===== config.mk =====
export PLATFORM = sky130hd
export DESIGN_NAME = hcsr_mul
export DESIGN_NICKNAME = d
export VERILOG_FILES = /design/src/rtl/hcsr_pkg.sv /design/src/rtl/hcsr_mul.sv
export SDC_FILE = /design/constraint.sdc
export NUM_CORES = 2
export LEC_CHECK = 0
export BUFFER_PORTS_ARGS = -buffer_cell sky130_fd_sc_hd__buf_2
export CAP_MARGIN = 15
export CORE_MARGIN = 5
export CORE_UTILIZATION = 40
export CTS_CLUSTER_SIZE = 8
export DETAILED_ROUTE_END_ITERATION = 10
export GPL_TIMING_DRIVEN = 0
export PLACE_DENSITY = 0.55
export SYNTH_ARGS = -nofsm -noshare
export SYNTH_HDL_FRONTEND = slang
export SYNTH_SLANG_ARGS = --single-unit

===== constraint.sdc =====
create_clock -name clk_i -period 15.17 [get_ports clk_i]
set_input_delay 1.517 -clock clk_i [delete_from_list [all_inputs] [get_ports clk_i]]
set_output_delay 1.517 -clock clk_i [all_outputs]
set_load 0.01 [all_outputs]

===== src/rtl/hcsr_pkg.sv =====
package hcsr_pkg;

  // Internal numbers are signed Q16.32, carried with two guard bits.
  typedef logic signed [49:0] val_t;

  localparam val_t QLIM    = 50'sd140737488355327;
  localparam val_t QONE    = 50'sd4294967296;
  localparam val_t C_SCALE = 50'sd858993459;
  localparam val_t C_CLIP  = 50'sd77309411328;
  localparam val_t C_TWOKS = 50'sd6871947674;
  localparam val_t C_V0    = 50'sd9019431322;
  localparam val_t C_K3K4  = 50'sd21665723915;
  localparam val_t C_KR    = 50'sd30451318129;
  localparam val_t C_N0    = 50'sd138727443661;
  localparam val_t C_INVKP = 50'sd1301505241;
  localparam val_t C_THR   = 50'sd10737418240;

  localparam logic [47:0] R_RELEASE = 48'd123299921;
  localparam logic [47:0] R_DEPL    = 48'd621881200;
  localparam logic [47:0] R_VES     = 48'd7429122067;
  localparam logic [47:0] R_RATE    = 48'd24516102822;

  localparam logic [2:0] CFG_GAIN = 3'd0;
  localparam logic [2:0] CFG_KA1  = 3'd1;
  localparam logic [2:0] CFG_KB1  = 3'd2;
  localparam logic [2:0] CFG_KA2  = 3'd3;
  localparam logic [2:0] CFG_KB2  = 3'd4;
  localparam logic [2:0] CFG_KA3  = 3'd5;
  localparam logic [2:0] CFG_KB3  = 3'd6;

  localparam logic [15:0] SIG_END = 16'd65514;

  // Logistic curve sampled at half-unit steps, Q0.16.
  function automatic logic [15:0] sig_tab(input logic [4:0] idx);
    logic [15:0] v;
    case (idx)
      5'd0:  v = 16'd32768;
      5'd1:  v = 16'd40793;
      5'd2:  v = 16'd47911;
      5'd3:  v = 16'd53581;
      5'd4:  v = 16'd57724;
      5'd5:  v = 16'd60565;
      5'd6:  v = 16'd62428;
      5'd7:  v = 16'd63615;
      5'd8:  v = 16'd64357;
      5'd9:  v = 16'd64816;
      5'd10: v = 16'd65097;
      5'd11: v = 16'd65269;
      5'd12: v = 16'd65374;
      5'd13: v = 16'd65438;
      5'd14: v = 16'd65476;
      5'd15: v = 16'd65500;
      default: v = 16'd65514;
    endcase
    return v;
  endfunction

  // Saturate a grown sum back into the internal range.
  function automatic val_t sat(input logic signed [50:0] v);
    logic signed [50:0] lim;
    val_t r;
    lim = 51'(QLIM);
    if (v > lim) r = QLIM;
    else if (v < -lim) r = -QLIM;
    else r = v[49:0];
    return r;
  endfunction

endpackage


===== src/rtl/hcsr_mul.sv =====
module hcsr_mul import hcsr_pkg::*; (
  input  logic clk_i,
  input  logic rst_ni,
  input  logic start_i,
  input  val_t a_i,
  input  val_t b_i,
  output logic done_o,
  output val_t y_o
);

  // Sign-magnitude product |a|*|b|/2^32 from four partial products,
  // one 32x32 multiply per cycle, saturated to the internal range.
  logic        busy_q;
  logic [2:0]  phase_q;
  logic        neg_q;
  logic [47:0] am_q, bm_q;
  logic [63:0] prod_q;
  logic [50:0] acc_q;
  logic        big_q;
  logic        done_q;
  val_t        y_q;

  val_t        a_abs, b_abs;
  logic [31:0] mx, my;
  logic [50:0] sum_fin, m_fin;

  assign a_abs = a_i[49] ? -a_i : a_i;
  assign b_abs = b_i[49] ? -b_i : b_i;

  always_comb begin
    mx = (phase_q == 3'd2 || phase_q == 3'd3) ? am_q[31:0] : {16'b0, am_q[47:32]};
    my = (phase_q == 3'd0 || phase_q == 3'd2) ? {16'b0, bm_q[47:32]} : bm_q[31:0];
    sum_fin = acc_q + 51'(prod_q[63:32]);
    if (big_q || sum_fin > 51'(QLIM)) m_fin = 51'(QLIM);
    else m_fin = sum_fin;
  end

  always_ff @(posedge clk_i or negedge rst_ni) begin
    if (!rst_ni) begin
      busy_q  <= 1'b0;
      phase_q <= 3'd0;
      done_q  <= 1'b0;
    end else if (start_i) begin
      busy_q  <= 1'b1;
      phase_q <= 3'd0;
      done_q  <= 1'b0;
    end else if (busy_q) begin
      phase_q <= phase_q + 3'd1;
      if (phase_q == 3'd4) begin
        busy_q <= 1'b0;
        done_q <= 1'b1;
      end
    end else begin
      done_q <= 1'b0;
    end
  end

  always_ff @(posedge clk_i) begin
    if (start_i) begin
      neg_q <= a_i[49] ^ b_i[49];
      am_q  <= a_abs[47:0];
      bm_q  <= b_abs[47:0];
    end else if (busy_q) begin
      prod_q <= 64'(mx) * 64'(my);
      case (phase_q)
        3'd1: begin
          big_q <= (prod_q[31:0] >= 32'd32768);
          acc_q <= {prod_q[18:0], 32'b0};
        end
        3'd2, 3'd3: acc_q <= acc_q + prod_q[50:0];
        3'd4: y_q <= neg_q ? -m_fin[49:0] : m_fin[49:0];
        default: ;
      endcase
    end
  end

  assign done_o = done_q;
  assign y_o    = y_q;

endmodule


==> flow_summary.json <==
{
  "critPathKind": "register to register",
  "ys_seq_elements": 268,
  "cts_resized": 0,
  "rsz0062_at_grt": "false",
  "chipWidth_um": 362.9,
  "drive_gt1_share_pct": 5.571,
  "synth_most_common_cell": "inv_1",
  "grt_start_max_net_pins": 55,
  "ys_types": 88,
  "cts-root-buf": "clkbuf_16",
  "initial_utilization_pct": 40.24,
  "syn-instance-count": 5479,
  "syn_area_um2": 49820,
  "first_pass_iters": 5,
  "grt_antenna_before_repair": 5,
  "place_hpwl_mm": 172.9,
  "max_freq_mhz": 73.67,
  "crit_buf_inv": 7,
  "hp-class": "register to register",
  "fin_worst_skew_ns": 0.03977,
  "core_area_um2": 123800,
  "portBuffers": 151,
  "vias": 41420,
  "cts_tree": "done",
  "setup_viol": 0,
  "io_pins": 154,
  "dieArea_um2": 131700,
  "slowest_delay_ns": 1.05,
  "yosysWarnings": 0,
  "finalWorstSetupSlack_ns": 1.596,
  "synth_area_leader_cell": "fa_1",
  "drt_iter0_markers": 4192,
  "slew_headroom_pct": 8.871,
  "period_share_pct": 89.48,
  "pre_cts_slack_ns": 1.618,
  "cts_hold_buf": 0,
  "critPathLaunchType": "register",
  "fp-row-count": 129,
  "die_h_um": 362.9,
  "hold_violations": 0,
  "gr-usage-all-layers_pct": 31.00,
  "routedWlPerCell_um": 27.79,
  "fin_util_pct": 43.98,
  "ys_seq_area_share_pct": 16.10,
  "routed_wl_mm": 204.8,
  "rr_startpoint": "phase_q[0]",
  "synth_top_area_share_pct": 36.08,
  "area_growth_pct": 9.292,
  "grt_pass1_vias": 42150,
  "overflow": 0,
  "cts_made_buffers": 41,
  "synth_nets": 6833,
  "max_cap_viol_count": 0,
  "crit_family": "adder cells",
  "cts_sinks": 268,
  "post-route-min-period_ns": 13.57,
  "grt_pass1_wl_mm": 294.9,
  "min_from": "done_o",
  "antenna_left": 0,
  "synth.avg_cell_area_um2": 9.093,
  "post_cts_buffers": 0,
  "end_kind": "register",
  "finalMaxSlewViolations": 0,
  "routabilityCongestion": 1.005,
  "clkSlewWorstSetupHoldPaths_ns": 0.05,
  "ys_top_cells_by_area": "fa_1 (36%), edfxtp_1 (16%), ha_1 (8.9%)",
  "htreeDepth": 2,
  "crit_top_cell": "fa_1",
  "synth-edff-count": 263,
  "cpMaxStageDelayCell": "mux2i_1",
  "cp.arrival_ns": 13.89,
  "cp_max_fo": 10,
  "viasPerCell": 5.620,
  "fin_tns_setup_ns": 0,
  "status": "finished clean",
  "drc": 0,
  "async_flop_share_pct": 1.866,
  "nets": 7066,
  "synthTopCellsByCount": "inv_1 (913), fa_1 (898), nor2_1 (764), nand2_1 (664), ha_1 (353)",
  "cts_max_path_buffers": 3,
  "worst_pin_slew_ns": 1.367,
  "critPathLaunch": "phase_q[0]",
  "synth_top_flop_cell": "edfxtp_1",
  "worstPathRequired_ns": 15.48,
  "insertion_delay_ns": 0.60
}
cell families (layout without fill, tap and decap cells):
logic type                 after synthesis  after routing  share of synthesized area (%)
xor gates and xnor gates               240            240                          4.219
DFF                                    268            268                          16.10
buffers and inverters                 1161           1408                          8.777
and+or+nand+nor                       1818           1818                          15.77
muxes                                   64             64                          1.331
other                                    0              7                              0
adders and majority gates             1251           1251                          44.95
AOI/OAI and AO/OA                      677            677                          8.853
cell type report:
class / instances / area (um^2)
Sequential cell: 268 / 8023
Tap cell: 1637 / 2048
Multi-Input combinational cell: 4050 / 37500
Clock inverter: 7 / 90.09
Antenna cell: 7 / 17.52
Clock buffer: 50 / 1070
Inverter: 914 / 3431
Fill cell: 12280 / 69350
Timing Repair Buffer: 190 / 1329
Buffer: 247 / 942.2
registers in the layout, indices dropped and copies added (netlist names), 3 cells and up:
signal   count
y_o         50
phase_q      3
acc_q       51
prod_q      64
am_q        48
bm_q        48
metrics by stage:
step	std cells	hold slack [ns]	cell area, um^2
final	7370	0.5139	54450
after global placement	7267	0.4892	52630
after floorplan	5479	0.5169	49820
after detailed placement	7303	0.5185	53240
after CTS	7360	0.5335	54400
after global routing	7363	0.5453	54430
final timing paths:
check	to	slack (ns)	cells after the start
min in group asynchronous	busy_q	0.73	1
max in group asynchronous	phase_q[0]	14.30	1
worst min-delay path	done_o	0.51	2
worst max-delay path	prod_q[63]	1.60	32
worst min register to register	done_o	0.51	2
worst max register to register	prod_q[63]	1.60	32
tightest hold or removal path, delay by kind of cell (launching register included):
kind               cells  cell delay [ns]
DFF                    1             0.35
and+or+nand+nor        1             0.07
AOI/OAI and AO/OA      1             0.05
placed cells by master, fill, tap and decap left out, types with 19 or more instances in the layout:
master	netlist	final
nand2b_1	27	27
nand3_1	55	55
xnor2_1	169	169
mux2i_1	46	31
and2_1	53	53
nand2_1	664	664
o21ai_0	131	131
a31oi_1	27	27
inv_1	913	912
ha_1	353	353
nor2b_1	19	19
edfxtp_1	263	263
o21bai_1	20	20
nor2_1	764	763
or3_1	30	30
nand4_1	24	24
nor3_1	47	47
buf_2	6	156
xor2_1	71	71
o31ai_1	37	37
a21o_1	102	102
a21oi_1	180	179
and3_1	32	32
fa_1	898	898
clkbuf_16	0	41
clkbuf_1	224	232
a211oi_1	24	24
per-layer routing:
metal  global-route usage [%]  wire, um  vias up  part of all wire (%)
met1                    41.75     83560    20950                    41
met2                    47.82     88670     2102                    43
li1                         -         -    17900                     -
met3                    7.904     21390      470                    10
met5                        0        34        -                 0.017
met4                    13.05     11140        4                   5.4
Power is left out: the tool's default activity adds up to more than one toggle a clock period on the data nets, which glitch-free logic cannot reach.
