## src/rtl/hcsr_ram.sv

```systemverilog
module hcsr_ram #(
  parameter int WIDTH = 8,
  parameter int DEPTH = 16
) (
  input  logic                                   clk_i,
  input  logic                                   we_i,
  input  logic [(DEPTH > 1 ? $clog2(DEPTH) : 1)-1:0] waddr_i,
  input  logic [WIDTH-1:0]                       wdata_i,
  input  logic [(DEPTH > 1 ? $clog2(DEPTH) : 1)-1:0] raddr_i,
  output logic [WIDTH-1:0]                       rdata_o
);

  logic [WIDTH-1:0] mem_q [DEPTH];

  always_ff @(posedge clk_i) begin
    if (we_i) begin
      mem_q[waddr_i] <= wdata_i;
    end
    rdata_o <= mem_q[raddr_i];
  end

endmodule

```

## config.mk

```make
export PLATFORM = sky130hd
export DESIGN_NAME = hcsr_ram
export DESIGN_NICKNAME = d
export VERILOG_FILES = /design/src/rtl/hcsr_ram.sv
export SDC_FILE = /design/constraint.sdc
export NUM_CORES = 1
export LEC_CHECK = 0
export ABC_AREA = 1
export BUFFER_PORTS_ARGS = -buffer_cell sky130_fd_sc_hd__buf_4
export CORE_UTILIZATION = 61
export DETAILED_ROUTE_END_ITERATION = 8
export PLACE_DENSITY = 0.77
export SLEW_MARGIN = 15
export SYNTH_ARGS = -nofsm -noshare
export SYNTH_HDL_FRONTEND = slang
export SYNTH_SLANG_ARGS = --single-unit
```

## constraint.sdc

```tcl
create_clock -name clk_i -period 1.51 [get_ports clk_i]
set_input_delay 0.302 -clock clk_i [delete_from_list [all_inputs] [get_ports clk_i]]
set_output_delay 0.302 -clock clk_i [all_outputs]
set_load 0.005 [all_outputs]
```

==> impl_metrics.csv, run 1 <==
group,metric,value,unit
setup_path,crit_buf_inv,1,
floorplanning,start_util,62.7,%
clock_tree,cts-root-buf,"clkbuf_8",
logic_synthesis,syn-cell-area,5770,um2
setup_path,cp_top_family,"flip-flops",
logic_synthesis,yosys-top-cells-count,"173 x nand2_1, 128 x edfxtp_1, 100 x inv_1",
place,place_congestion,0.825,
grt,grt_max_degree,65,
flow_run,max-cap-violations,0,
finish,drive_above_1_share,13.5,%
logic_synthesis,synth_top_flop_cell,"edfxtp_1",
timing,worstMarginPinSlew,0.405,ns
finish,fin_nets,613,
floorplanning,ios,26,
logic_synthesis,yosys.area.top_type,"edfxtp_1",
detailed_routing,postRouteAntennaNets,0,
setup_path,cp_max_fo,1,
detailed_routing,wl_per_cell,19.0,um
grt,grt_pass1_wl,21000,um
logic_synthesis,ys_types,12,
detailed_routing,via_count,4082,
logic_synthesis,synth_seq_cells,136,
pwr,powerDensity,1320,nW/um2
timing,setup_viol,0,
detailed_routing,drc_errors,0,
logic_synthesis,syn_inst,551,
detailed_routing,maxUsedRoutingLayer,"met4",
clock_tree,clock_path_buffers,2,
floorplanning,core_area,9200,um2
floorplanning,die_h,99.2,um
detailed_routing,wl_met2,6920,um
pwr,p_leak,2.97,nW
detailed_routing,dr.pass1.iters,5,
logic_synthesis,async_flop_share,0,%
setup_path,critPathArrivalTime,1.03,ns
place,dp.cells,687,
grt,grt_pass1_vias,3982,
detailed_routing,drt-total-wl,13700,um
clock_tree,htreeDepth,4,
detailed_routing,wl_met1,4940,um
clock_tree,clock_latency,0.52,ns
logic_synthesis,syn-num-nets,569,
grt,overflow,0,
timing,hold_violations,0,
timing,rsz0062_at_grt,"false",
logic_synthesis,yosysWarnings,0,
clock_tree,post_cts_buffers,0,
setup_path,crit_path_top_delay_cell,"dfxtp_1",
detailed_routing,wl_met3,1530,um
grt,grtUsageTotal,30.0,%
timing,tns,0,ns
finish,regArea,4000,um2
setup_path,cp-end-kind,"output pin",
clock_tree,clk_pin_slew,0.06,ns
clock_tree,cts_tree,"done",
finish,fillers,571,
place,io_buffers,25,
setup_path,path_cells,"buf_4",
setup_path,cp-start-kind,"flip-flop",
finish,antenna_cells,0,
setup_path,cpPeakStageDelay,0.37,ns
setup_path,worst_ep_required_time,1.21,ns
timing,finalCritPeriodShare,88.1,%
logic_synthesis,synth_top_cells_by_area,"edfxtp_1 67%, nand2_1 11%, nand3_1 8.4%, inv_1 6.5%, dfxtp_1 2.8%",
logic_synthesis,syn_area_per_cell,10.5,um2
hold_path,hold_class,"input port to flip-flop",
grt,antenna_found_initial,0,
clock_tree,clock-sinks,136,
clock_tree,cts_resized,0,
place,place.detailed.hpwl,7850,um
timing,fmax,0.752,GHz
detailed_routing,drtIter0Drc,481,
timing,fin_crit,1.33,ns
floorplanning,rows,35,
timing,relSlewSlack,73.0,%
finish,final_cells,719,
floorplanning,fp.dieArea,9850,um2
timing,drv_slew,0,
timing,fin_skew,0.0113,ns
logic_synthesis,seq_area_frac_synth,69.4,%
finish,multi_input_area,1210,um2
logic_synthesis,yosysTopAreaCellShare,66.7,%
logic_synthesis,synth.most_common_cell,"nand2_1",
detailed_routing,viasPerCell,5.68,
clock_tree,holdBufCountCts,0,
pwr,vdd_drop_max,0.00102,V
clock_tree,cts_made_buffers,17,
setup_path,critPathKind,"flip-flop to output pin",
run_status,status,"complete, no violations",
finish,area_delta_synth_final,17.1,%
logic_synthesis,synth_edf_count,128,
floorplanning,dieWidth,99.2,um
[metal layers]
layer / GRT usage (%) / up-vias
li1: - / 1862
met1: 38.9 / 1914
met2: 49.6 / 276
met3: 7.24 / 30
met4: 11.5 / 0
met5: 0 / -
[where the power goes]
| group | switching (W) | internal, W | total (W) |
|---|---|---|---|
| Combinational | 0.000380 | 0.000192 | 0.000572 |
| Sequential | 0.0000281 | 0.00422 | 0.00425 |
| Clock | 0.00151 | 0.00260 | 0.00410 |
| Total | 0.00192 | 0.00701 | 0.00893 |
[worst paths after layout]
kind / from / endpoint / slack (ns) / cells after the start
min: raddr_i[3] / rdata_o[3] / 0.11 / 3
max: rdata_o[3] / rdata_o[3] / 0.18 / 1
min reg2reg: mem_q[6][7] / rdata_o[7] / 0.67 / 6
max reg2reg: mem_q[1][5] / rdata_o[5] / 0.42 / 6
[metrics by stage]
step	worst slack, ns	hold slack, ns	utilization, %	area [um2]	power, W
4_1_cts	0.184	0.0965	73.4	6750	0.00893
5_1_grt	0.157	0.0985	73.4	6750	0.00916
3_3_place_gp	0.158	0.628	67.0	6160	0.00486
2_1_floorplan	0.257	0.401	-	5770	0.00462
3_5_place_dp	0.139	0.633	67.0	6160	0.00488
6_report	0.180	0.113	73.4	6750	0.00893
[registers in the layout (all words and copies together), names as in the netlist]
signal,count
rdata_o,8
mem_q,128
[logic make-up (layout without fill, tap and decap cells)]
| group | Yosys count | in the layout | synth area share, % |
|---|---|---|---|
| flip-flops | 136 | 136 | 69.4 |
| buffers and inverters | 126 | 183 | 9.52 |
| AND/OR/NAND/NOR | 289 | 289 | 21.0 |
[worst min-delay path, stage by stage]
cell and delay [ns]:
buf_4 0.15, nand3_1 0.09, nand2_1 0.05
[layout by cell type (no fill, tap or decap)]
cell type	n
buf_12	4
buf_4	45
bufinv_16	3
clkbuf_1	1
clkbuf_16	16
clkbuf_8	3
clkinv_2	4
clkinv_4	3
clkinvlp_4	2
dfxtp_1	8
edfxtp_1	128
inv_1	100
inv_2	2
nand2_1	173
nand3_1	97
nand3b_1	2
nor2_1	17
[final cells by class]
type | instances | area share, %
inverter | 102 | 5.67
sequential | 136 | 59.3
clock buffer | 20 | 6.60
clock inverter | 12 | 2.24
timing repair buffer | 49 | 6.19
multi-input combinational | 289 | 18.0
tap | 111 | 2.06
No activity file was read; power rests on OpenSTA's default activity.
==> run 2: changes to the inputs <==
--- a/config.mk
+++ b/config.mk
@@ -9,5 +9,5 @@
 export BUFFER_PORTS_ARGS = -buffer_cell sky130_fd_sc_hd__buf_4
-export CORE_UTILIZATION = 61
+export CORE_UTILIZATION = 45
 export DETAILED_ROUTE_END_ITERATION = 8
-export PLACE_DENSITY = 0.77
+export PLACE_DENSITY = 0.59
 export SLEW_MARGIN = 15
--- a/constraint.sdc
+++ b/constraint.sdc
@@ -3,2 +3,2 @@
 set_output_delay 0.302 -clock clk_i [all_outputs]
-set_load 0.005 [all_outputs]
+set_load 0.1 [all_outputs]
==> impl_metrics.csv, run 2 (synthesized netlist as in run 1, its figures left out) <==
group,metric,value,unit
grt,grt_pass1_wl,20000,um
grt,overflow,0,
detailed_routing,drc_errors,0,
timing,worstMarginPinSlew,0.321,ns
setup_path,crit_buf_inv,1,
finish,area_delta_synth_final,18.1,%
detailed_routing,via_count,3746,
timing,fin_crit,1.36,ns
timing,setup_viol,0,
detailed_routing,dr.pass1.iters,5,
floorplanning,ios,26,
floorplanning,fp.dieArea,13300,um2
finish,mostFrequentLayoutCell,"nand2_1",
pwr,p_leak,2.96,nW
floorplanning,core_area,12300,um2
detailed_routing,drt-total-wl,12800,um
setup_path,cp-end-kind,"output pin",
clock_tree,cts_resized,0,
finish,drive_above_1_share,12.5,%
place,place_congestion,0.936,
detailed_routing,postRouteAntennaNets,0,
grt,antenna_found_initial,0,
finish,top_register,"mem_q",
grt,grt_pass1_vias,3610,
timing,fmax,0.735,GHz
detailed_routing,viasPerCell,4.83,
finish,final_cell_mix,"173 x nand2_1, 128 x edfxtp_1, 100 x inv_1, 97 x nand3_1, 46 x buf_4",
setup_path,path_cells,"buf_4",
timing,relSlewSlack,78.6,%
floorplanning,rows,40,
timing,hold_violations,0,
place,dp.cells,744,
pwr,vdd_drop_max,0.00104,V
finish,antenna_cells,0,
detailed_routing,wl_met1,5810,um
setup_path,cp_max_fo,1,
finish,fin_nets,613,
clock_tree,cts_made_buffers,17,
timing,drv_slew,0,
finish,largestRegisters,"mem_q (128), rdata_o (8)",
setup_path,timing.rr.start,"mem_q[4][3]",
run_status,status,"complete, no violations",
hold_path,hp-start,"raddr_i[3]",
timing,finalCritPeriodShare,90.1,%
floorplanning,dieWidth,115,um
setup_path,crit_path_top_delay_cell,"dfxtp_1",
detailed_routing,wl_met2,6090,um
floorplanning,die_h,115,um
clock_tree,clock_path_buffers,2,
setup_path,cp-start-kind,"flip-flop",
setup_path,worst_ep_required_time,1.21,ns
detailed_routing,maxUsedRoutingLayer,"met4",
clock_tree,cts_tree,"done",
setup_path,critPathArrivalTime,1.06,ns
timing,tns,0,ns
finish,largest_reg_flops,128,
grt,grt_max_degree,63,
clock_tree,clock_latency,0.42,ns
timing,fin_skew,0.00986,ns
flow_run,max-cap-violations,0,
hold_path,hold_class,"input port to flip-flop",
clock_tree,holdBufCountCts,0,
timing,rsz0062_at_grt,"false",
clock_tree,clock-sinks,136,
clock_tree,cts-root-buf,"clkbuf_16",
floorplanning,start_util,47.0,%
detailed_routing,wl_met3,711,um
clock_tree,htreeDepth,4,
detailed_routing,drtIter0Drc,338,
setup_path,cpPeakStageDelay,0.34,ns
finish,final_cells,775,
detailed_routing,wl_per_cell,16.5,um
setup_path,crit_start,"rdata_o[7]",
place,place.detailed.hpwl,7910,um
setup_path,cp_top_family,"flip-flops",
pwr,powerDensity,1350,nW/um2
grt,grtUsageTotal,21.5,%
clock_tree,post_cts_buffers,0,
setup_path,critPathKind,"flip-flop to output pin",
clock_tree,clk_pin_slew,0.05,ns
place,io_buffers,25,
finish,fillers,1040,
[run 2: changes by cell type in the layout (fill, tap and decap cells not counted), sizes merged]
cell | previous run | this run
bufinv | 3 | 4
clkbuf | 20 | 22
clkinvlp | 2 | 1
clkinv | 7 | 4
[run 2: metrics by stage]
stage	utilization (%)	setup WS, ns	hold slack, ns	cell area [um2]	power (W)
3_3_place_gp	50.7	0.171	0.629	6220	0.00504
6_report	55.5	0.150	0.214	6810	0.00918
4_1_cts	55.5	0.135	0.202	6810	0.00923
2_1_floorplan	-	0.257	0.401	5770	0.00480
5_1_grt	55.5	0.116	0.224	6810	0.00943
3_5_place_dp	50.7	0.163	0.637	6220	0.00505
[run 2: worst register-to-register path: cells and delay by family, from the launching register on]
kind	cells	cell delay (ns)
and+or+nand+nor	5	0.50
buffers and inverters	1	0.06
DFF	1	0.38
[run 2: power by group]
group	switching, W	internal [W]	total (W)
sequential	0.0000248	0.00422	0.00425
combinational	0.000535	0.000190	0.000725
clock	0.00147	0.00274	0.00421
total	0.00203	0.00715	0.00918
[run 2: area by class of cell]
class / count / area, um2 / share of cell area [%]
Clock inverter: 9 / 150 / 2.20
Tap cell: 168 / 210 / 3.09
Clock buffer: 22 / 444 / 6.52
Multi-Input combinational cell: 289 / 1210 / 17.8
Sequential cell: 136 / 4000 / 58.8
Inverter: 102 / 383 / 5.62
Timing Repair Buffer: 49 / 405 / 5.95
[run 2: final timing paths]
path | to | slack [ns] | depth (start not counted)
setup / recovery | rdata_o[7] | 0.15 | 1
setup reg to reg | rdata_o[3] | 0.47 | 6
hold / removal | rdata_o[2] | 0.21 | 3
hold reg to reg | rdata_o[1] | 0.66 | 6
[run 2: routing by layer]
metal,up-vias,track usage [%]
met5,-,0
met4,0,8.83
met3,14,5.90
met2,120,33.4
met1,1754,28.7
li1,1858,-
